[src/hdl/sblc_pkg.sv]
// Package for the size-budget LRU cache: sizes, codes, payload and control types.
package sblc_pkg;

  localparam int MAX_ENTRIES = 16;
  localparam int KEY_BITS    = 16;

  // Stored key width: the key field is 16 bits, narrowed further by KEY_BITS.
  localparam int KEY_W  = (KEY_BITS < 16) ? KEY_BITS : 16;
  localparam int IDX_W  = $clog2(MAX_ENTRIES);
  localparam int CNT_W  = $clog2(MAX_ENTRIES + 1);
  localparam int ADDR_W = 3;

  localparam logic [ADDR_W-3:0] REG_CAPACITY = '0;
  localparam logic [31:0] CAPACITY_RESET = 32'd16777216;

  typedef enum logic [1:0] {
    CMD_TOUCH  = 2'd0,
    CMD_REMOVE = 2'd1,
    CMD_CLEAR  = 2'd2
  } command_t;

  typedef enum logic [2:0] {
    ST_HIT      = 3'd0,
    ST_LOADED   = 3'd1,
    ST_REJECTED = 3'd2,
    ST_REMOVED  = 3'd3,
    ST_ABSENT   = 3'd4,
    ST_CLEARED  = 3'd5,
    ST_EVICTED  = 3'd6
  } status_t;

  typedef enum logic [2:0] {
    S_IDLE,
    S_SCAN,
    S_ACT,
    S_MISS,
    S_EVCHK,
    S_CLRCHK,
    S_CLRFIN
  } state_t;

  // What the entry scan is looking for.
  typedef enum logic [1:0] {
    G_KEY,
    G_RANK,
    G_FREE
  } goal_t;

  typedef enum logic [2:0] {
    OP_NONE,
    OP_RECENT,
    OP_DROP,
    OP_INSERT,
    OP_CLEAR
  } table_op_t;

  typedef struct packed {
    logic [1:0]  command;
    logic [15:0] object_key;
    logic [31:0] object_size;
  } in_item_t;

  typedef struct packed {
    logic [2:0]  status;
    logic [15:0] result_key;
    logic [31:0] used_total;
    logic [4:0]  entry_count;
    logic        last;
  } out_item_t;

  typedef struct packed {
    table_op_t        op;
    logic [IDX_W-1:0] idx;
    logic [KEY_W-1:0] key;
    logic [31:0]      size;
  } table_cmd_t;

  typedef struct packed {
    logic [MAX_ENTRIES-1:0] valid_vec;
    logic                   valid;
    logic [KEY_W-1:0]       key;
    logic [31:0]            size;
    logic [IDX_W-1:0]       rank;
  } table_rd_t;

endpackage

[src/hdl/sblc_table.sv]
// Entry table: keys, sizes, valid bits and recency ranks, with one read port.
module sblc_table
  import sblc_pkg::*;
(
  input  logic       clk,
  input  logic       rst,
  input  table_cmd_t cmd,
  output table_rd_t  rd
);

  logic [KEY_W-1:0]       keys  [MAX_ENTRIES];
  logic [31:0]            sizes [MAX_ENTRIES];
  logic [IDX_W-1:0]       ranks [MAX_ENTRIES];
  logic [MAX_ENTRIES-1:0] valid;
  logic [IDX_W-1:0]       sel_rank;

  assign sel_rank     = ranks[cmd.idx];
  assign rd.valid_vec = valid;
  assign rd.valid     = valid[cmd.idx];
  assign rd.key       = keys[cmd.idx];
  assign rd.size      = sizes[cmd.idx];
  assign rd.rank      = sel_rank;

  always_ff @(posedge clk) begin
    if (rst) begin
      valid <= '0;
      for (int i = 0; i < MAX_ENTRIES; i++) begin
        ranks[i] <= '0;
      end
    end else begin
      case (cmd.op)
        OP_RECENT: begin
          for (int i = 0; i < MAX_ENTRIES; i++) begin
            if (valid[i] && ranks[i] < sel_rank) begin
              ranks[i] <= ranks[i] + IDX_W'(1);
            end
          end
          ranks[cmd.idx] <= '0;
        end
        OP_DROP: begin
          for (int i = 0; i < MAX_ENTRIES; i++) begin
            if (valid[i] && ranks[i] > sel_rank) begin
              ranks[i] <= ranks[i] - IDX_W'(1);
            end
          end
          valid[cmd.idx] <= 1'b0;
          ranks[cmd.idx] <= '0;
        end
        OP_INSERT: begin
          for (int i = 0; i < MAX_ENTRIES; i++) begin
            if (valid[i]) begin
              ranks[i] <= ranks[i] + IDX_W'(1);
            end
          end
          valid[cmd.idx] <= 1'b1;
          ranks[cmd.idx] <= '0;
        end
        OP_CLEAR: begin
          valid <= '0;
          for (int i = 0; i < MAX_ENTRIES; i++) begin
            ranks[i] <= '0;
          end
        end
        default: begin
        end
      endcase
    end
  end

  // Key and size are payload and only written on insert.
  always_ff @(posedge clk) begin
    if (cmd.op == OP_INSERT) begin
      keys[cmd.idx]  <= cmd.key;
      sizes[cmd.idx] <= cmd.size;
    end
  end

endmodule

[src/hdl/size_budget_lru_cache_core.sv]
// Top level of the size-budget LRU cache: sequencer, budget unit, output register, APB.
// A hit, remove or rejected load needs one key scan over the table entries.
// A miss that loads adds a rank scan per eviction and then a scan for a free slot.
// A clear runs a rank scan per resident entry, then finishes in S_CLRFIN.
// Throughput: one command at a time, in_ready high only while idle; output stalls delay it.
// Reset (synchronous, rst high) empties the table and sets the capacity to 16777216.
module size_budget_lru_cache_core
  import sblc_pkg::*;
(
  input  logic              clk,
  input  logic              rst,
  input  logic              in_valid,
  output logic              in_ready,
  input  in_item_t          in_data,
  output logic              out_valid,
  input  logic              out_ready,
  output out_item_t         out_data,
  input  logic              psel,
  input  logic              penable,
  input  logic              pwrite,
  input  logic [ADDR_W-1:0] paddr,
  input  logic [31:0]       pwdata,
  output logic [31:0]       prdata,
  output logic              pready
);

  localparam logic [IDX_W-1:0] IDX_LAST = IDX_W'(MAX_ENTRIES - 1);
  localparam logic [CNT_W-1:0] CNT_MAX  = CNT_W'(MAX_ENTRIES);

  // Sequencer registers and their next values.
  state_t           state, state_next;
  goal_t            goal, goal_next;
  logic [IDX_W-1:0] idx, idx_next;
  logic [IDX_W-1:0] target, target_next;
  logic [31:0]      used, used_next;
  logic [CNT_W-1:0] count, count_next;

  // The command being worked on, captured when its transaction is accepted.
  logic [1:0]       cmd;
  logic [KEY_W-1:0] key;
  logic [31:0]      size;

  logic [31:0] capacity;

  table_cmd_t tcmd;
  table_rd_t  trd;

  logic        out_free;
  logic        emit;
  status_t     emit_status;
  logic [15:0] emit_key;
  logic        emit_last;
  logic        match;
  logic [32:0] budget_sum;
  logic        over_budget;
  logic        table_full;

  sblc_table u_table (
    .clk (clk),
    .rst (rst),
    .cmd (tcmd),
    .rd  (trd)
  );

  // APB register file: a single capacity register, writes take effect at the access cycle.
  assign pready = 1'b1;
  assign prdata = (paddr[ADDR_W-1:2] == REG_CAPACITY) ? capacity : 32'd0;

  always_ff @(posedge clk) begin
    if (rst) begin
      capacity <= CAPACITY_RESET;
    end else if (psel && penable && pwrite && pready &&
                 paddr[ADDR_W-1:2] == REG_CAPACITY) begin
      capacity <= pwdata;
    end
  end

  assign in_ready = (state == S_IDLE);
  assign out_free = !out_valid || out_ready;

  // The shared comparator: each scan cycle checks the one entry under idx.
  always_comb begin
    case (goal)
      G_KEY:   match = trd.valid && (trd.key == key);
      G_RANK:  match = trd.valid && (trd.rank == target);
      G_FREE:  match = !trd.valid;
      default: match = 1'b0;
    endcase
  end

  // Budget check: used plus the new size must stay strictly below capacity.
  assign budget_sum  = {1'b0, used} + {1'b0, size};
  assign over_budget = (budget_sum >= {1'b0, capacity});
  assign table_full  = (count >= CNT_MAX);

  always_comb begin
    state_next  = state;
    goal_next   = goal;
    idx_next    = idx;
    target_next = target;
    used_next   = used;
    count_next  = count;
    emit        = 1'b0;
    emit_status = ST_HIT;
    emit_key    = 16'(key);
    emit_last   = 1'b0;
    tcmd.op     = OP_NONE;
    tcmd.idx    = idx;
    tcmd.key    = key;
    tcmd.size   = size;

    case (state)
      S_IDLE: begin
        if (in_valid) begin
          case (in_data.command)
            CMD_TOUCH, CMD_REMOVE: begin
              state_next = S_SCAN;
              goal_next  = G_KEY;
              idx_next   = '0;
            end
            CMD_CLEAR: begin
              state_next = S_CLRCHK;
            end
            default: begin
              state_next = S_IDLE;
            end
          endcase
        end
      end

      S_SCAN: begin
        if (match) begin
          state_next = S_ACT;
        end else if (idx == IDX_LAST) begin
          state_next = S_MISS;
        end else begin
          idx_next = idx + IDX_W'(1);
        end
      end

      // Scan matched under idx; once the output is free, apply the change and report it.
      S_ACT: begin
        if (out_free) begin
          emit = 1'b1;
          case (goal)
            G_KEY: begin
              emit_last  = 1'b1;
              state_next = S_IDLE;
              if (cmd == CMD_TOUCH) begin
                tcmd.op     = OP_RECENT;
                emit_status = ST_HIT;
              end else begin
                tcmd.op     = OP_DROP;
                used_next   = used - trd.size;
                count_next  = count - CNT_W'(1);
                emit_status = ST_REMOVED;
              end
            end
            G_RANK: begin
              tcmd.op     = OP_DROP;
              used_next   = used - trd.size;
              count_next  = count - CNT_W'(1);
              emit_status = ST_EVICTED;
              emit_key    = 16'(trd.key);
              state_next  = (cmd == CMD_CLEAR) ? S_CLRCHK : S_EVCHK;
            end
            default: begin
              tcmd.op     = OP_INSERT;
              used_next   = used + size;
              count_next  = count + CNT_W'(1);
              emit_status = ST_LOADED;
              emit_last   = 1'b1;
              state_next  = S_IDLE;
            end
          endcase
        end
      end

      // The scan went through every entry without a match.
      S_MISS: begin
        case (goal)
          G_KEY: begin
            if (cmd == CMD_TOUCH) begin
              if (size >= capacity) begin
                if (out_free) begin
                  emit        = 1'b1;
                  emit_status = ST_REJECTED;
                  emit_last   = 1'b1;
                  state_next  = S_IDLE;
                end
              end else begin
                state_next = S_EVCHK;
              end
            end else if (out_free) begin
              emit        = 1'b1;
              emit_status = ST_ABSENT;
              emit_last   = 1'b1;
              state_next  = S_IDLE;
            end
          end
          G_RANK: begin
            if (cmd == CMD_CLEAR) begin
              state_next = S_CLRFIN;
            end else begin
              state_next = S_SCAN;
              goal_next  = G_FREE;
              idx_next   = '0;
            end
          end
          default: begin
            state_next = S_IDLE;
          end
        endcase
      end

      // Evict the least recent entry while the new object does not fit or no slot is free.
      S_EVCHK: begin
        state_next = S_SCAN;
        idx_next   = '0;
        if (count != '0 && (over_budget || table_full)) begin
          goal_next   = G_RANK;
          target_next = IDX_W'(count - CNT_W'(1));
        end else begin
          goal_next = G_FREE;
        end
      end

      // Clear drops the most recent entry each round until the table is empty.
      S_CLRCHK: begin
        if (count != '0) begin
          state_next  = S_SCAN;
          goal_next   = G_RANK;
          target_next = '0;
          idx_next    = '0;
        end else begin
          state_next = S_CLRFIN;
        end
      end

      S_CLRFIN: begin
        if (out_free) begin
          emit        = 1'b1;
          tcmd.op     = OP_CLEAR;
          used_next   = '0;
          count_next  = '0;
          emit_status = ST_CLEARED;
          emit_key    = '0;
          emit_last   = 1'b1;
          state_next  = S_IDLE;
        end
      end

      default: begin
        state_next = S_IDLE;
      end
    endcase
  end

  always_ff @(posedge clk) begin
    if (rst) begin
      state  <= S_IDLE;
      goal   <= G_KEY;
      idx    <= '0;
      target <= '0;
      used   <= '0;
      count  <= '0;
    end else begin
      state  <= state_next;
      goal   <= goal_next;
      idx    <= idx_next;
      target <= target_next;
      used   <= used_next;
      count  <= count_next;
    end
  end

  always_ff @(posedge clk) begin
    if (in_valid && in_ready) begin
      cmd  <= in_data.command;
      key  <= in_data.object_key[KEY_W-1:0];
      size <= in_data.object_size;
    end
  end

  // Output register: it holds one result so the sequencer can move on while it waits.
  always_ff @(posedge clk) begin
    if (rst) begin
      out_valid <= 1'b0;
    end else if (emit) begin
      out_valid <= 1'b1;
    end else if (out_ready) begin
      out_valid <= 1'b0;
    end
  end

  always_ff @(posedge clk) begin
    if (emit) begin
      out_data.status      <= emit_status;
      out_data.result_key  <= emit_key;
      out_data.used_total  <= used_next;
      out_data.entry_count <= 5'(count_next);
      out_data.last        <= emit_last;
    end
  end

`ifndef ASSERT_OFF
  a_count_bound: assert property (@(posedge clk) disable iff (rst) count <= CNT_MAX)
    else $error("resident count exceeds the table size");

  a_count_valid: assert property (@(posedge clk) disable iff (rst)
    $countones(trd.valid_vec) == count)
    else $error("resident count disagrees with the valid bits");

  a_no_overwrite: assert property (@(posedge clk) disable iff (rst)
    !(emit && out_valid && !out_ready))
    else $error("result issued while the output register still holds one");

  a_busy_after_accept: assert property (@(posedge clk) disable iff (rst)
    (in_valid && in_ready && in_data.command != CMD_TOUCH &&
     in_data.command != CMD_REMOVE && in_data.command != CMD_CLEAR) |=> in_ready)
    else $error("unused command left the sequencer busy");
`endif

endmodule

[config.mk]
export PLATFORM = sky130hd
export DESIGN_NAME = size_budget_lru_cache_core
export DESIGN_NICKNAME = d
export VERILOG_FILES = /design/src/hdl/sblc_pkg.sv /design/src/hdl/sblc_table.sv /design/src/hdl/size_budget_lru_cache_core.sv
export SDC_FILE = /design/constraint.sdc
export NUM_CORES = 2
export LEC_CHECK = 0
export BUFFER_PORTS_ARGS = -buffer_cell sky130_fd_sc_hd__buf_4
export CAP_MARGIN = 20
export CORE_MARGIN = 4
export CORE_UTILIZATION = 50
export CTS_CLUSTER_SIZE = 8
export DETAILED_ROUTE_END_ITERATION = 16
export GPL_ROUTABILITY_DRIVEN = 0
export GPL_TIMING_DRIVEN = 0
export PLACE_DENSITY_LB_ADDON = 0.2
export SYNTH_ARGS = -nofsm -noshare
export SYNTH_HDL_FRONTEND = slang
export SYNTH_SLANG_ARGS = --single-unit
export TNS_END_PERCENT = 30
[constraint.sdc]
create_clock -name clk -period 11.8 [get_ports clk]
set_input_delay 1.77 -clock clk [delete_from_list [all_inputs] [get_ports clk]]
set_output_delay 1.77 -clock clk [all_outputs]
set_load 0.02 [all_outputs]
* Yosys cells after proc, flatten, opt, wreduce, memory -nomap -nowiden
Memories as Yosys holds them, arrays and structs flattened. A register that Yosys moved wholly into a read port is not among the register bits.
Cells that the tools add are included.
W data, S select, Z words.
** Word-level totals
- Flip-flop bits (word level) :: 206
- RAM bits :: 832
- Bits of input ports :: 92
- Output and inout port bits :: 92
- Word-level logic and storage cells :: 608
- Memories :: 3
** Memory list
- u_table.sizes :: depth 16, width 32, read ports 1, clocked after Yosys merged registers in 1, write ports 1, RTL line sblc_table.sv:12 : logic [31:0] sizes [MAX_ENTRIES];
- u_table.keys :: depth 16, width 16, read ports 1, clocked after Yosys merged registers in 1, write ports 1, RTL line sblc_table.sv:11 : logic [KEY_W-1:0] keys [MAX_ENTRIES];
- u_table.ranks :: depth 16, width 4, read ports 17, clocked after Yosys merged registers in 1, write ports 17, RTL line sblc_table.sv:13 : logic [IDX_W-1:0] ranks [MAX_ENTRIES];
** Operators by class
- Add/sub/neg operators :: 38
- Magnitude comparators :: 37
- Eq/ne operators :: 28
- Muxes and demuxes :: 355
- Bitwise gates (word level) :: 70
- Reduce and logical (&&, ||, !) cells :: 60
** Operators with widths (count)
- $mux W4 :: 80
- $mux W1 :: 218
- $mux W32 :: 4
- $pmux W32 S2 :: 2
- $add A4 B1 Y4 const B :: 17
- $or A1 B1 Y1 :: 66
- $gt A4 B4 Y1 :: 16
- $lt A4 B4 Y1 :: 16
- $sub A4 B1 Y4 const B :: 16
- $mux W16 :: 3
- $mux W3 :: 16
- $pmux W16 S3 :: 1
- $logic_and A1 B1 Y1 :: 40
- $add A32 B32 Y33 :: 1
- $ge A33 B32 Y1 :: 1
- $add A32 B32 Y32 :: 1
- $ge A32 B32 Y1 :: 1
- $pmux W16 S2 :: 1
- $sub A32 B32 Y32 :: 1
- $pmux W3 S2 :: 5
- $pmux W3 S7 :: 1
- $mux W2 :: 10
- $pmux W4 S5 :: 1
- $pmux W5 S2 :: 2
- other kinds (40) :: 68

* Depth between registers and ports, before layout
- Depth after elaboration :: 13
- Depth in mapped cells :: 21
- Mapped depth without buffers :: 20

* Hierarchy
Synthesis repeated with hierarchy kept, for this count alone.
** Second synthesis, totals
- Cells, all modules :: 3525
- Area, all modules :: 49945.4 µm²
** Modules (own cells, without submodules)
- sblc_table :: times used 1, cells an instance 1973, area an instance 36516.3 µm²
- size_budget_lru_cache_core :: times used 1, cells an instance 1552, area an instance 13429.1 µm²

* Least setup slack after synthesis
Ideal clock, no wire load.
- Kind :: input port to flip-flop
- Start point :: input port out_ready
- End point :: register out_data[0] in the netlist's numbering (enable)
- Arrival time :: 6.380 ns
- Setup slack :: 4.867 ns
- Stages on the path :: 4
- Path through :: nand2b_1 clkbuf_1 nand2_1 o21ai_0
** Between the ends
- Cells in the longest elaborated chain, start to end :: 6
** Ends and longest elaborated chain
- start, declared :: RTL line size_budget_lru_cache_core.sv:16 : input logic out_ready,
- $logic_or A1 B1 Y1 * :: RTL line size_budget_lru_cache_core.sv:79 : assign out_free = !out_valid || out_ready;
- $mux W1 *
- $mux W1 :: RTL line size_budget_lru_cache_core.sv:184 : if (size >= capacity) begin
- $mux W1 :: RTL line size_budget_lru_cache_core.sv:183 : if (cmd == CMD_TOUCH) begin
- $mux W1 :: RTL line size_budget_lru_cache_core.sv:181 : case (goal)
- $pmux W1 S2 * :: RTL line size_budget_lru_cache_core.sv:112 : case (state)
- named net emit :: RTL line size_budget_lru_cache_core.sv:49 : logic emit;
- end, declared :: RTL line size_budget_lru_cache_core.sv:17 : output out_item_t out_data,
The timed path passes the listed nets; every way through them passes the cells marked *.
A chain may end at the register's enable or synchronous reset.

==> summary.md <==
| Metric | Value |
|---|---|
| Hold_sp | `capacity[21]$_SDFFE_PP0P_` |
| Yosys reg bits | `between 1,000 and 1,500` |
| RSZ-0062 raised after global routing | `no` |
| Buffers on Ports | `~180` |
| Total gr overflow | `0` |
| Largest net degree at the start of global routing | `27` |
| Vias per cell | `6.40` |
| Critical Path Start Type | `register` |
| Main synth FF type | `edfxtp_1` |
| Asr flop ratio synth | `0` |
| Vias in the first global route | `~33,000` |
| Dpl hpwl | `around 100,000 um` |
| Post-DRT Antenna Nets | `0` |
| Vias | `33,900` |
| Initial antenna violation count | `3` |
| H-Tree Depth | `4` |
| Critical Path RT | `about 12 ns` |
| Hold_buf cts | `0` |
| Clock Tree Root | `clkbuf_16` |
| Yosys warns | `0` |
| Setup crit end kind | `register` |
| Peak supply drop | `~120 uV` |
| Worst Path Arrival | `7.81 ns` |
| CTS tree | `yes` |
| Total CTS buffers | `148` |
| Static leakage | `between 15 and 20 nW` |
| Pwr per Cell Area | `about 180 nW/um^2` |
| Layout fillers | `7,541` |
| Drt pass-1 iters | `5` |
| HP Class | `reg2reg` |
| Setup TNS | `0 ns` |
| Worst Path Max Fanout | `10` |
| Slew of the pin with the lowest slew margin | `1.11 ns` |
| Mean area per synthesized cell | `between 10 and 15 um^2` |
| Std cell rows | `roughly 120` |
| Skew final | `~0.035 ns` |
| DIE HEIGHT | `323 um` |
| Clk sink count | `around 1,000` |
| Synth Instances | `between 3,000 and 4,000` |
| Register area share after synthesis | `0.596` |
| Share of post-route cells with drive strength above 1 | `0.189` |
| Reg2reg path depth | `20` |
| Worst slack at placement | `between 4 and 5 ns` |
| DRC errors left | `0` |
| Initial DRC count | `4,163` |
| Crit path time final | `7.39 ns` |
| Area Growth Syn to Fin | `16.3%` |
| Reg2reg setup slack | `approximately 4.4 ns` |
| Distinct cells, synth | `roughly 100` |
| Max cap viols | `0` |
| Final period util | `0.626` |
| Core area | `roughly 99,000 um^2` |
| GRT Util Overall | `0.282` |
| Initial Util | `0.504` |
| EDFF count, synth | `875` |
| Kind of critical path | `reg2reg` |
| Post-synth design cell area | `between 40,000 and 50,000 um^2` |
| WL/cell | `~28 um` |
| First-pass GRT wire length | `216,000 um` |
| Syn_nets | `3,907` |
| DRT Wirelength | `~150,000 um` |
| Width of the die | `323 um` |
| Post-cts gate resize count | `0` |
| Maximum clock frequency | `135 MHz` |
| Final Hold Viols | `0` |
| Final WS setup | `around 4.4 ns` |
| Die area | `105,000 um^2` |
| Fin. max-slew vios | `0` |
| Reg-to-Reg End | `out_data[37]$_DFFE_PP_` |
| Postcts setup bufs | `0` |
| I/O Pins | `between 150 and 200` |
| Hold worst-path end | `capacity[21]$_SDFFE_PP0P_` |
| Setup-failing EPs final | `0` |
| Clk buf depth | `3` |
| Hold path cells | `2` |
| Status | `completed` |
| Worst-skew pair later-pin latency | `around 0.75 ns` |
| Max_slew headroom | `0.257` |
| Layout Nets | `around 4,300` |
| Clk slew on worst S/H paths | `~0.050 ns` |
==> cells in the final DEF (no fill, tap or decap), types with 20 or more instances in the layout <==
cell type    n
nand2b_1    31
xnor2_1     67
a21o_1      50
ha_1       229
o21a_1      24
nor3_1      66
a31oi_1     22
dfxtp_1    167
inv_1      161
buf_12      27
xor2_1      25
o211ai_1    20
nor2_1     204
mux2i_1     46
nand3_1     51
and2_1      31
mux4_2     237
or3_1       32
clkbuf_1   128
mux2_2      21
edfxtp_1   875
clkbuf_16  149
o22ai_1     29
nand4_1     42
buf_2       25
a21oi_1    223
nor2b_1     39
a211oi_1    47
o21ai_0    161
buf_4      193
nand2_1    246
==> power breakdown <==
| group | internal, mW | switching, mW |
|---|---|---|
| Clock | 2.27 | 1.54 |
| Combinational | 0.935 | 1.31 |
| Sequential | 4.27 | 0.287 |
| Total | 7.48 | 3.14 |
==> cell families (layout without fill, tap and decap cells) <==
family	after synthesis	in the layout	share of synthesized area
AOI/OAI and AO/OA	747	747	0.0969
xor gates and xnor gates	92	92	0.0162
adders and majority gates	231	231	0.0584
buffers and inverters	321	742	0.0277
DFF	1042	1042	0.596
muxes	306	306	0.122
other	1	2	0.0000754
and+or+nand+nor	844	844	0.0829
==> metal layers <==
layer	vias to the layer above	global-route usage	wire length, um
met5	-	0	0
met4	0	0.0945	4990
met3	306	0.0509	14900
met2	1919	0.441	67800
met1	16900	0.404	60100
li1	14700	-	-
==> sequential cells by signal, indices dropped and copies added, names as in the netlist, named ones only <==
signal and flops:
used 32, goal 2, key 16, count 5, u_table.valid 16, target 4
size 32, cmd 2, out_valid 1, u_table.ranks 64, idx 4, u_table.sizes 512
out_data 57, capacity 32, u_table.keys 256, state 3
==> Yosys cell counts (50+ instances only) <==
library cell  instances  area share
nand2_1             246       0.019
o21ai_0             163       0.016
nor2_1              220       0.017
dfxtp_1             167       0.067
edfxtp_1            875        0.53
nor3_1               67      0.0067
nand3_1              51      0.0051
inv_1               161       0.012
mux4_2              237        0.11
ha_1                229       0.058
clkbuf_1             99      0.0075
a21oi_1             223       0.022
xnor2_1              67       0.012
a21o_1               50      0.0075
==> per-stage QoR <==
stage	utilization	std cells	area (um^2)	hold WS, ns	power [mW]
after global routing	0.587	5292	57800	0.478	11.0
after global placement	0.534	5050	52700	0.441	6.76
after detailed placement	0.544	5090	53700	0.447	6.80
after floorplan	-	3584	49700	0.436	6.01
after CTS	0.586	5283	57700	0.454	10.6
final	0.587	5293	57800	0.453	10.6
==> critical path, cell delays in order, from the launching register on <==
cell and delay [ns]:
dfxtp_1 0.32, buf_6 0.17, buf_4 0.29, buf_6 0.23
buf_4 0.29, clkbuf_1 0.48, clkbuf_1 0.63, clkbuf_1 0.72
mux4_2 0.43, mux4_2 0.49, inv_1 0.17, ha_1 0.22
nand2_1 0.12, a211o_1 0.30, a211oi_1 0.58, o21ai_0 0.25
a21oi_1 0.40, o211ai_1 0.26, mux2i_1 0.17, o32ai_1 0.36
o22ai_1 0.18
==> worst max-delay path by stage <==
stage	from	to	slack (ns)
final	register	out_data[37]$_DFFE_PP_	4.41
after global routing	register	out_data[37]$_DFFE_PP_	4.09
after CTS	register	out_data[37]$_DFFE_PP_	4.48
after detailed placement	register	out_data[37]$_DFFE_PP_	4.51
after global placement	out_ready	out_data[1]$_DFFE_PP_	1.20
after floorplan	out_ready	out_data[0]$_DFFE_PP_	4.87
==> layout make-up <==
class                           count  area (um^2)  area share
Buffer                            159          768      0.0133
Tap cell                         1287         1610      0.0278
Clock inverter                     15          235     0.00407
Antenna cell                        1         2.50   0.0000433
Inverter                          162          608      0.0105
Multi-Input combinational cell   2221        18900       0.326
Clock buffer                      178         3840      0.0663
Timing Repair Buffer              228         2280      0.0394
Sequential cell                  1042        29600       0.512
(Power assumes the default switching activity.)
